File: config.mk
export PLATFORM = sky130hd
export DESIGN_NAME = section_address_translator_core
export DESIGN_NICKNAME = d
export VERILOG_FILES = /design/src/hdl/sat_pkg.sv /design/src/hdl/section_address_translator_core.sv /design/src/hdl/sat_ram.sv /design/src/hdl/sat_ctrl.sv /design/src/hdl/sat_dp.sv
export SDC_FILE = /design/constraint.sdc
export NUM_CORES = 2
export LEC_CHECK = 0
export BUFFER_PORTS_ARGS = -buffer_cell sky130_fd_sc_hd__buf_2
export CAP_MARGIN = 20
export CORE_MARGIN = 2
export CORE_UTILIZATION = 45
export CTS_CLUSTER_DIAMETER = 150
export DETAILED_ROUTE_END_ITERATION = 16
export GPL_ROUTABILITY_DRIVEN = 0
export PLACE_DENSITY = 0.59
export SLEW_MARGIN = 0
export SYNTH_ARGS = -nofsm -noshare
export SYNTH_HDL_FRONTEND = slang
export SYNTH_SLANG_ARGS = --single-unit
export TNS_END_PERCENT = 1
File: constraint.sdc
create_clock -name clk -period 16.7 [get_ports clk]
set_clock_uncertainty 0.2 [all_clocks]
set_input_delay 1.67 -clock clk [delete_from_list [all_inputs] [get_ports clk]]
set_output_delay 1.67 -clock clk [all_outputs]
set_load 0.05 [all_outputs]
File: src/hdl/sat_pkg.sv
`timescale 1ns / 1ps
// Shared definitions for the section address translator.
// Holds field widths, item mode codes, register indexes and the control structs.
// Depends on nothing.
package sat_pkg;

  localparam int SECTION_SLOTS_DEF = 16;

  localparam int ADDR_W  = 32;
  localparam int RES_W   = 33;
  localparam int MODE_W  = 2;
  localparam int EIDX_W  = 4;
  localparam int COUNT_W = 5;
  localparam int CFG_IDX_W = 1;

  localparam int IN_DATA_W  = 136;
  localparam int OUT_DATA_W = 40;

  // Item modes carried on in_tuser.
  localparam logic [MODE_W-1:0] MODE_LOAD   = 2'd0;
  localparam logic [MODE_W-1:0] MODE_V2F    = 2'd1;
  localparam logic [MODE_W-1:0] MODE_F2V    = 2'd2;
  localparam logic [MODE_W-1:0] MODE_UNUSED = 2'd3;

  // Configuration register indexes.
  localparam logic [CFG_IDX_W-1:0] CFG_HEADER_SIZE   = 1'd0;
  localparam logic [CFG_IDX_W-1:0] CFG_SECTION_COUNT = 1'd1;

  // Commands from the controller to the datapath.
  typedef struct packed {
    logic load;     // write the item's entry into the table
    logic start;    // latch a translate item and check the direct cases
    logic scan;     // evaluate the table entry read in the previous cycle
    logic advance;  // move on to the next table entry
    logic emit;     // move the pending result into the output register
  } cmd_t;

  // Status from the datapath to the controller.
  typedef struct packed {
    logic direct;   // translate item is settled without a table scan
    logic stop;     // current scan step ends the scan
  } sts_t;

endpackage

File: src/hdl/section_address_translator_core.sv
`timescale 1ns / 1ps
// Timing: a load item is written at the edge that accepts it. A translate item settled without
// the table (file-to-virtual header pass-through or no sections) goes straight to the emit
// state; one that scans k entries (1 to SECTION_SLOTS) first reads them in turn through the
// single table read port. Throughput: one item at a time; a translate item holds the input until
// its result has moved to the output register, which may wait on out_tready. A load does not.
// Reset (rst_n, synchronous, active low) clears the FSM, output valid, config registers and scan index only.
module section_address_translator_core #(
  parameter int SECTION_SLOTS = sat_pkg::SECTION_SLOTS_DEF
) (
  input  logic                              clk,
  input  logic                              rst_n,
  // Configuration write port.
  input  logic                              cfg_we,
  input  logic [sat_pkg::CFG_IDX_W-1:0]     cfg_index,
  input  logic [sat_pkg::ADDR_W-1:0]        cfg_wdata,
  // Input items.
  input  logic                              in_tvalid,
  output logic                              in_tready,
  // in_tdata, from bit 0: entry_index[3:0], entry_virtual_base[35:4],
  // entry_raw_position[67:36], entry_raw_size[99:68], query_address[131:100], zero pad.
  input  logic [sat_pkg::IN_DATA_W-1:0]     in_tdata,
  // in_tuser: mode.
  input  logic [sat_pkg::MODE_W-1:0]        in_tuser,
  // Result items.
  output logic                              out_tvalid,
  input  logic                              out_tready,
  // out_tdata, from bit 0: translated_address[32:0], zero pad.
  output logic [sat_pkg::OUT_DATA_W-1:0]    out_tdata,
  // out_tuser: not_found.
  output logic                              out_tuser
);
  import sat_pkg::*;

  cmd_t cmd;
  sts_t sts;
  logic [RES_W-1:0] translated_address;
  logic             not_found;

  // Unpack the input item fields.
  logic [EIDX_W-1:0] entry_index;
  logic [ADDR_W-1:0] entry_virtual_base, entry_raw_position, entry_raw_size, query_address;

  assign entry_index        = in_tdata[3:0];
  assign entry_virtual_base = in_tdata[35:4];
  assign entry_raw_position = in_tdata[67:36];
  assign entry_raw_size     = in_tdata[99:68];
  assign query_address      = in_tdata[131:100];

  // The controller sequences the item: load, direct result, or a scan one entry per cycle,
  // then hands the result to the output register as soon as it is free.
  sat_ctrl u_ctrl (
    .clk        (clk),
    .rst_n      (rst_n),
    .in_tvalid  (in_tvalid),
    .in_mode    (in_tuser),
    .in_tready  (in_tready),
    .out_tready (out_tready),
    .out_tvalid (out_tvalid),
    .sts        (sts),
    .cmd        (cmd)
  );

  // The datapath holds the configuration, the section table and the result registers.
  sat_dp #(
    .SECTION_SLOTS (SECTION_SLOTS)
  ) u_dp (
    .clk                (clk),
    .rst_n              (rst_n),
    .cfg_we             (cfg_we),
    .cfg_index          (cfg_index),
    .cfg_wdata          (cfg_wdata),
    .in_mode            (in_tuser),
    .entry_index        (entry_index),
    .entry_virtual_base (entry_virtual_base),
    .entry_raw_position (entry_raw_position),
    .entry_raw_size     (entry_raw_size),
    .query_address      (query_address),
    .cmd                (cmd),
    .sts                (sts),
    .translated_address (translated_address),
    .not_found          (not_found)
  );

  assign out_tdata = {{(OUT_DATA_W - RES_W){1'b0}}, translated_address};
  assign out_tuser = not_found;

  // A miss always reports a zero address.
  assert property (@(posedge clk) disable iff (!rst_n)
    out_tvalid && out_tuser |-> out_tdata[RES_W-1:0] == '0)
    else $error("miss result carries a nonzero address");

  // A new result never overwrites one that is still waiting to be taken.
  assert property (@(posedge clk) disable iff (!rst_n)
    cmd.emit |-> (!out_tvalid || out_tready))
    else $error("result register overwritten while held");

  // No new item is taken while a scan is running.
  assert property (@(posedge clk) disable iff (!rst_n)
    cmd.scan |-> !in_tready)
    else $error("input accepted during a scan");

endmodule

File: src/hdl/sat_ram.sv
`timescale 1ns / 1ps
// Generic single write port, single read port RAM with registered read data.
// Stand-alone; no package needed.
module sat_ram #(
  parameter int WIDTH = 96,
  parameter int DEPTH = 16
) (
  input  logic                                 clk,
  input  logic                                 we,
  input  logic [(DEPTH > 1 ? $clog2(DEPTH) : 1)-1:0] waddr,
  input  logic [WIDTH-1:0]                     wdata,
  input  logic [(DEPTH > 1 ? $clog2(DEPTH) : 1)-1:0] raddr,
  output logic [WIDTH-1:0]                     rdata
);

  logic [WIDTH-1:0] mem [DEPTH];
  logic [WIDTH-1:0] rdata_r;

  always_ff @(posedge clk) begin
    if (we) begin
      mem[waddr] <= wdata;
    end
    rdata_r <= mem[raddr];
  end

  assign rdata = rdata_r;

endmodule

File: src/hdl/sat_ctrl.sv
`timescale 1ns / 1ps
// Controller state machine of the section address translator.
// Uses sat_pkg for mode codes and the command and status structs.
module sat_ctrl (
  input  logic                        clk,
  input  logic                        rst_n,
  input  logic                        in_tvalid,
  input  logic [sat_pkg::MODE_W-1:0]  in_mode,
  output logic                        in_tready,
  input  logic                        out_tready,
  output logic                        out_tvalid,
  input  sat_pkg::sts_t               sts,
  output sat_pkg::cmd_t               cmd
);
  import sat_pkg::*;

  localparam logic [1:0] S_IDLE = 2'd0;
  localparam logic [1:0] S_SCAN = 2'd1;
  localparam logic [1:0] S_EMIT = 2'd2;

  logic [1:0] state_r, state_nxt;
  logic       out_valid_r, out_valid_nxt;
  logic       accept;

  assign in_tready  = (state_r == S_IDLE);
  assign accept     = in_tvalid && in_tready;
  assign out_tvalid = out_valid_r;

  always_comb begin
    state_nxt     = state_r;
    out_valid_nxt = out_valid_r && !out_tready;
    cmd           = '0;
    case (state_r)
      S_IDLE: begin
        if (accept) begin
          case (in_mode)
            MODE_LOAD: begin
              cmd.load = 1'b1;
            end
            MODE_V2F, MODE_F2V: begin
              cmd.start = 1'b1;
              state_nxt = sts.direct ? S_EMIT : S_SCAN;
            end
            default: begin
            end
          endcase
        end
      end
      S_SCAN: begin
        cmd.scan = 1'b1;
        if (sts.stop) begin
          state_nxt = S_EMIT;
        end else begin
          cmd.advance = 1'b1;
        end
      end
      S_EMIT: begin
        if (!out_valid_r || out_tready) begin
          cmd.emit      = 1'b1;
          out_valid_nxt = 1'b1;
          state_nxt     = S_IDLE;
        end
      end
      default: begin
        state_nxt = S_IDLE;
      end
    endcase
  end

  always_ff @(posedge clk) begin
    if (!rst_n) begin
      state_r     <= S_IDLE;
      out_valid_r <= 1'b0;
    end else begin
      state_r     <= state_nxt;
      out_valid_r <= out_valid_nxt;
    end
  end

endmodule

File: src/hdl/sat_dp.sv
`timescale 1ns / 1ps
// Datapath of the section address translator: configuration registers,
// section table memory, scan arithmetic and result registers.
// Uses sat_pkg and sat_ram.
module sat_dp #(
  parameter int SECTION_SLOTS = sat_pkg::SECTION_SLOTS_DEF
) (
  input  logic                           clk,
  input  logic                           rst_n,
  input  logic                           cfg_we,
  input  logic [sat_pkg::CFG_IDX_W-1:0]  cfg_index,
  input  logic [sat_pkg::ADDR_W-1:0]     cfg_wdata,
  input  logic [sat_pkg::MODE_W-1:0]     in_mode,
  input  logic [sat_pkg::EIDX_W-1:0]     entry_index,
  input  logic [sat_pkg::ADDR_W-1:0]     entry_virtual_base,
  input  logic [sat_pkg::ADDR_W-1:0]     entry_raw_position,
  input  logic [sat_pkg::ADDR_W-1:0]     entry_raw_size,
  input  logic [sat_pkg::ADDR_W-1:0]     query_address,
  input  sat_pkg::cmd_t                  cmd,
  output sat_pkg::sts_t                  sts,
  output logic [sat_pkg::RES_W-1:0]      translated_address,
  output logic                           not_found
);
  import sat_pkg::*;

  localparam int IDX_W   = (SECTION_SLOTS > 1) ? $clog2(SECTION_SLOTS) : 1;
  localparam int CNT_W   = ($clog2(SECTION_SLOTS + 1) > COUNT_W) ?
                           $clog2(SECTION_SLOTS + 1) : COUNT_W;
  localparam int ENTRY_W = 3 * ADDR_W;

  // Configuration registers.
  logic [ADDR_W-1:0]  header_size_r;
  logic [COUNT_W-1:0] section_count_r;

  always_ff @(posedge clk) begin
    if (!rst_n) begin
      header_size_r   <= '0;
      section_count_r <= '0;
    end else if (cfg_we) begin
      case (cfg_index)
        CFG_HEADER_SIZE:   header_size_r   <= cfg_wdata;
        CFG_SECTION_COUNT: section_count_r <= cfg_wdata[COUNT_W-1:0];
        default: begin
        end
      endcase
    end
  end

  // Number of entries the scan may visit.
  logic [CNT_W-1:0] count_ext, active;
  assign count_ext = CNT_W'(section_count_r);
  assign active    = (count_ext > CNT_W'(SECTION_SLOTS)) ? CNT_W'(SECTION_SLOTS) : count_ext;

  // Section table: {raw size, raw position, virtual base} per entry.
  logic [31:0]        eidx_ext;
  logic               load_we;
  logic [IDX_W-1:0]   waddr, raddr;
  logic [ENTRY_W-1:0] rd_entry;
  logic [IDX_W-1:0]   idx_r;

  assign eidx_ext = 32'(entry_index);
  assign load_we  = cmd.load && (eidx_ext < 32'(SECTION_SLOTS));
  assign waddr    = eidx_ext[IDX_W-1:0];
  assign raddr    = cmd.advance ? idx_r + 1'b1 : '0;

  sat_ram #(
    .WIDTH (ENTRY_W),
    .DEPTH (SECTION_SLOTS)
  ) u_table (
    .clk   (clk),
    .we    (load_we),
    .waddr (waddr),
    .wdata ({entry_raw_size, entry_raw_position, entry_virtual_base}),
    .raddr (raddr),
    .rdata (rd_entry)
  );

  // Latched translate item.
  logic [MODE_W-1:0] mode_r;
  logic [ADDR_W-1:0] addr_r;

  always_ff @(posedge clk) begin
    if (cmd.start) begin
      mode_r <= in_mode;
      addr_r <= query_address;
    end
  end

  always_ff @(posedge clk) begin
    if (!rst_n) begin
      idx_r <= '0;
    end else if (cmd.start) begin
      idx_r <= '0;
    end else if (cmd.advance) begin
      idx_r <= idx_r + 1'b1;
    end
  end

  // Direct cases, decided on the incoming item.
  logic in_below_hdr;
  assign in_below_hdr = query_address < header_size_r;
  assign sts.direct   = (active == '0) || ((in_mode == MODE_F2V) && in_below_hdr);

  // One scan step on the entry read in the previous cycle.
  logic [ADDR_W-1:0] e_vbase, e_rpos, e_rsize, from_base, to_base, diff;
  logic [ADDR_W:0]   sub;
  logic [RES_W-1:0]  sum;
  logic              below, covered, last, first, hdr_hit;

  assign e_vbase   = rd_entry[ADDR_W-1:0];
  assign e_rpos    = rd_entry[2*ADDR_W-1:ADDR_W];
  assign e_rsize   = rd_entry[3*ADDR_W-1:2*ADDR_W];
  assign from_base = (mode_r == MODE_V2F) ? e_vbase : e_rpos;
  assign to_base   = (mode_r == MODE_V2F) ? e_rpos : e_vbase;
  assign sub       = {1'b0, addr_r} - {1'b0, from_base};
  assign below     = sub[ADDR_W];
  assign diff      = sub[ADDR_W-1:0];
  assign covered   = diff < e_rsize;
  assign sum       = {1'b0, diff} + {1'b0, to_base};
  assign first     = (idx_r == '0);
  assign last      = (CNT_W'(idx_r) + 1'b1) == active;
  assign hdr_hit   = addr_r < header_size_r;
  assign sts.stop  = below || covered || last;

  // Pending result, then the output register.
  logic [RES_W-1:0] pend_res_r, out_res_r;
  logic             pend_nf_r, out_nf_r;

  always_ff @(posedge clk) begin
    if (cmd.start) begin
      // Only used when the item is direct; file-to-virtual is then always a hit.
      if ((in_mode == MODE_V2F) && !in_below_hdr) begin
        pend_res_r <= '0;
        pend_nf_r  <= 1'b1;
      end else begin
        pend_res_r <= RES_W'(query_address);
        pend_nf_r  <= 1'b0;
      end
    end else if (cmd.scan) begin
      if (below) begin
        // Below the first section's virtual base, a virtual address may
        // still fall in the header area.
        if ((mode_r == MODE_V2F) && first && hdr_hit) begin
          pend_res_r <= RES_W'(addr_r);
          pend_nf_r  <= 1'b0;
        end else begin
          pend_res_r <= '0;
          pend_nf_r  <= 1'b1;
        end
      end else if (covered) begin
        pend_res_r <= sum;
        pend_nf_r  <= 1'b0;
      end else begin
        pend_res_r <= '0;
        pend_nf_r  <= 1'b1;
      end
    end
  end

  always_ff @(posedge clk) begin
    if (cmd.emit) begin
      out_res_r <= pend_res_r;
      out_nf_r  <= pend_nf_r;
    end
  end

  assign translated_address = out_res_r;
  assign not_found          = out_nf_r;

endmodule

==> results.md <==
### Run status
• complete, no violations — status

### Floorplanning
• 161,000 sq um — floorplan core area
• 407 um — chip height
• 45.5% — Initial Util
• 219 — total I/O pin count
• 407 um — die extent in x
• 166,000 sq um — area enclosed by the die boundary
• 147 — standard-cell rows

### Detailed routing
• 197 mm — overall routed net length
• 26.6 um — detail-routed net length per standard cell
• 0 — Detail Route Antenna Nets
• 4,485 — detailed router's first-iteration violation count
• 7 — number of iterations in the first detailed-routing pass
• 43.5k — total via count after detailed routing
• 0 — DRC violation count after routing
• 5.88 — number of vias per cell after detailed routing

### Power
• 41.7% — fraction of power consumed by the clock network
• 6.4% — combinational power share
• 116 nW/um^2 — pwr/cell area
• 0.114 mV — Max rail drop VDD
• 51.9% — Sequential Power Share
• 7.43 mW — internal portion of total power
• 9.55 mW — sum of internal, switching and leakage power
• 27.1 nW — static power due to leakage
• 22.2% — switching part of the total
• 2.12 mW — Sw Pwr

### Setup path
• flop — kind of capture point of the worst setup path
• u_dp.u_table.rdata[59] — capture point of the worst path
• 26 — logic depth of the worst setup path including buffers
• 26 — logic depth of the worst register-to-register path
• 10,070 ps — critical path data arrival time
• u_dp.mode_r[1] — source of the worst register-to-register timing path
• 17,130 ps — data required time at the worst endpoint
• u_dp.u_table.rdata[59] — destination of the worst register-to-register timing path
• 7060 ps — worst reg-to-reg setup slack
• and4_4 — library cell contributing the largest single delay on the critical path
• u_dp.mode_r[1] — Worst setup startpoint
• 4 — Bufs and invs on worst path
• flop to flop — worst setup path class
• flop — startpoint kind of the worst setup timing path
• 840 ps — delay contributed by the slowest stage of the critical path
• 128 — highest net fanout along the worst path
• compound AO/OA/AOI/OAI gates — Top delay family on crit path

### Clock tree
• 3 — Max Buffers Root-to-Sink
• 0 — number of instances resized during post-cts repair
• clkbuf_16 — root cell of the clock tree
• 60 ps — clock edge transition at the registers on the reported setup and hold paths
• 1,778 — TritonCTS Sinks
• 820 ps — clock latency at the later pin of the worst-skew pair
• 0 — count of hold buffers inserted by post-cts repair
• built — TritonCTS clock tree
• 4 — H-tree Lvls
• 0 — number of setup buffers added after CTS
• 182 — CTS buffer count

### Final layout
• edfxtp_1 (1,638), nand2_1 (532), a21oi_1 (485), mux2i_1 (416), buf_2 (207) — commonest cells after routing, fill and taps aside
• edfxtp_1 — commonest non-fill, non-tap cell in the layout
• 11.9% — share of layout cells above drive strength 1
• 5,410 — number of nets in the finished design
• 13.2k — fill cell total of the finished layout
• 12.3% — area added between synthesis and finish

### Synth
• 73,200 sq um — Post-Syn Area
• 66 — Cell variety after synth
• 14.9 sq um — Mean Syn Cell Area
• 1,778 — number of flip-flops and latches in the synthesized netlist
• 0 — total of warnings raised by yosys
• 67.2% — Synth top area share
• 0% — fraction of synthesis flops using an asynchronous set or reset pin
• edfxtp_1 (67%), mux2i_1 (5.7%), dfxtp_1 (3.8%) — largest cells by area after synthesis
• 71.1% — sequential cell area fraction in the yosys report
• 1,638 — EDFF count, synth
• 4,920 — number of standard cells after synthesis
• edfxtp_1 — Main synth FF type
• edfxtp_1 — cell type with the largest total area after synthesis

### Min path
• flop to flop — worst min path class

### Global routing
• 47 — antenna violations before repair
• 185 — largest net degree at the start of global routing
• 41.8k — vias in the first global route
• 23.2% — Global Route Usage Sum
• 0 — global route total overflow
• 285 mm — wire length of the first global-routing pass

### Job
• 0 — MaxCap Viol Count

### STA
• 104 MHz — Max Clock Freq
• 0 — final hold violation count
• 23.7% — max-slew headroom at the worst pin
• 7060 ps — worst-case setup margin in the final layout
• 0 — setup violation total in the final timing report
• 0 ps — aggregate negative setup slack
• 214 ps — Hold Worst Slack
• 9640 ps — minimum clock period
• no — setup repair after global routing missed its margin
• 1140 ps — transition time of the tightest slew-check pin
• 0 — Max Transition Viols Final
• 57.7% — final critical-path share of the clock period

### Placement
• 105 mm — final HPWL from detailed placement
• 207 — count of input and output buffers
• 7220 ps — post-place setup slack

[cell usage after synthesis, drive strengths merged (44+ instances only)]
| cell type | number |
|---|---|
| edfxtp | 1638 |
| nand2 | 533 |
| a21oi | 486 |
| mux2i | 416 |
| a221oi | 197 |
| a221o | 190 |
| ha | 162 |
| clkbuf | 161 |
| buf | 160 |
| dfxtp | 140 |
| nor3 | 111 |
| a31oi | 100 |
| o21ai | 87 |
| inv | 85 |
| nor2 | 63 |
| a21o | 44 |
[stage by stage]
step | cells | utilization [%] | instance area, sq um
3_3_place_gp | 7042 | 47.4 | 76200
3_5_place_dp | 7043 | 47.4 | 76200
4_1_cts | 7380 | 51.0 | 82100
6_report | 7395 | 51.1 | 82200
5_1_grt | 7390 | 51.1 | 82200
2_1_floorplan | 4926 | - | 73200
[cell families (layout without fill, tap and decap cells)]
family / after synthesis / in the layout / synth area share [%]
adders and majority gates: 164 / 164 / 2.82
xor gates and xnor gates: 60 / 60 / 0.718
buffers and inverters: 407 / 704 / 2.63
other: 1 / 19 / 0.00512
AOI/OAI and AO/OA: 1250 / 1250 / 11.8
and+or+nand+nor: 811 / 811 / 4.74
DFF: 1778 / 1778 / 71.1
muxes: 449 / 449 / 6.20
[how the worst min path moves through the flow]
stage	start	endpoint	slack (ps)	depth (start not counted)
2_1_floorplan	u_dp.pend_nf_r	u_dp.not_found	200	0
3_3_place_gp	u_dp.pend_res_r[10]	u_dp.translated_address[10]	210	0
3_5_place_dp	u_dp.pend_res_r[1]	u_dp.translated_address[1]	210	0
4_1_cts	u_dp.pend_res_r[10]	u_dp.translated_address[10]	220	0
5_1_grt	u_dp.pend_res_r[9]	u_dp.translated_address[9]	220	0
6_report	u_dp.pend_res_r[10]	u_dp.translated_address[10]	210	0
[power by group through the flow]
stage	Combinational, mW	Sequential, mW	Clock [mW]
after floorplan	0.383	5.05	0
after global placement	0.591	5.05	0
after detailed placement	0.601	5.05	0
after CTS	0.604	4.95	4.05
after global routing	0.675	4.95	4.23
final	0.610	4.95	3.98
[flip-flops by register name, indices dropped and copies added (netlist names)]
name and flops:
u_dp.addr_r 32, u_dp.pend_res_r 33, u_dp.pend_nf_r 1, u_dp.translated_address 33
u_dp.u_table.mem 1536, u_dp.count_ext 5, u_dp.not_found 1, u_dp.mode_r 2
u_dp.u_table.rdata 96, u_dp.idx_r 4, u_ctrl.state_r 2, u_ctrl.out_tvalid 1
u_dp.header_size_r 32
[metal layers]
layer / part of all wire, % / GRT usage, %
met5: 0.12 / 0
met4: 3.2 / 8.45
met3: 7.5 / 5.09
met2: 46 / 36.2
met1: 43 / 32.0
[cell type report]
type	count	area, sq um	share of cell area, %
antenna	12	30.0	0.0365
clock inverter	91	915	1.11
sequential	1778	52000	63.3
inverter	86	323	0.393
tap	2160	2700	3.29
clock buffer	246	4960	6.03
timing repair buffer	281	1820	2.21
multi-input combinational	2741	19500	23.7
[worst register-to-register path, cell delays in order, from the launching register on]
cell and delay (ps):
edfxtp_1 420, nor2b_4 120, buf_4 410, buf_4 560
mux2i_1 270, ha_1 300, a211o_1 320, or3_1 300
o21ai_0 490, o211ai_1 180, a21oi_1 350, o21ai_0 150
a21oi_1 180, xnor2_1 150, ha_1 310, nand3_1 120
nor4_1 410, a221oi_1 140, o2111ai_1 130, a31o_2 300
and4_4 840, buf_4 790, buf_12 620, a21oi_1 190
a221oi_1 350, nor3_1 120, a31oi_1 720
No activity file was read; power rests on OpenSTA's default activity.
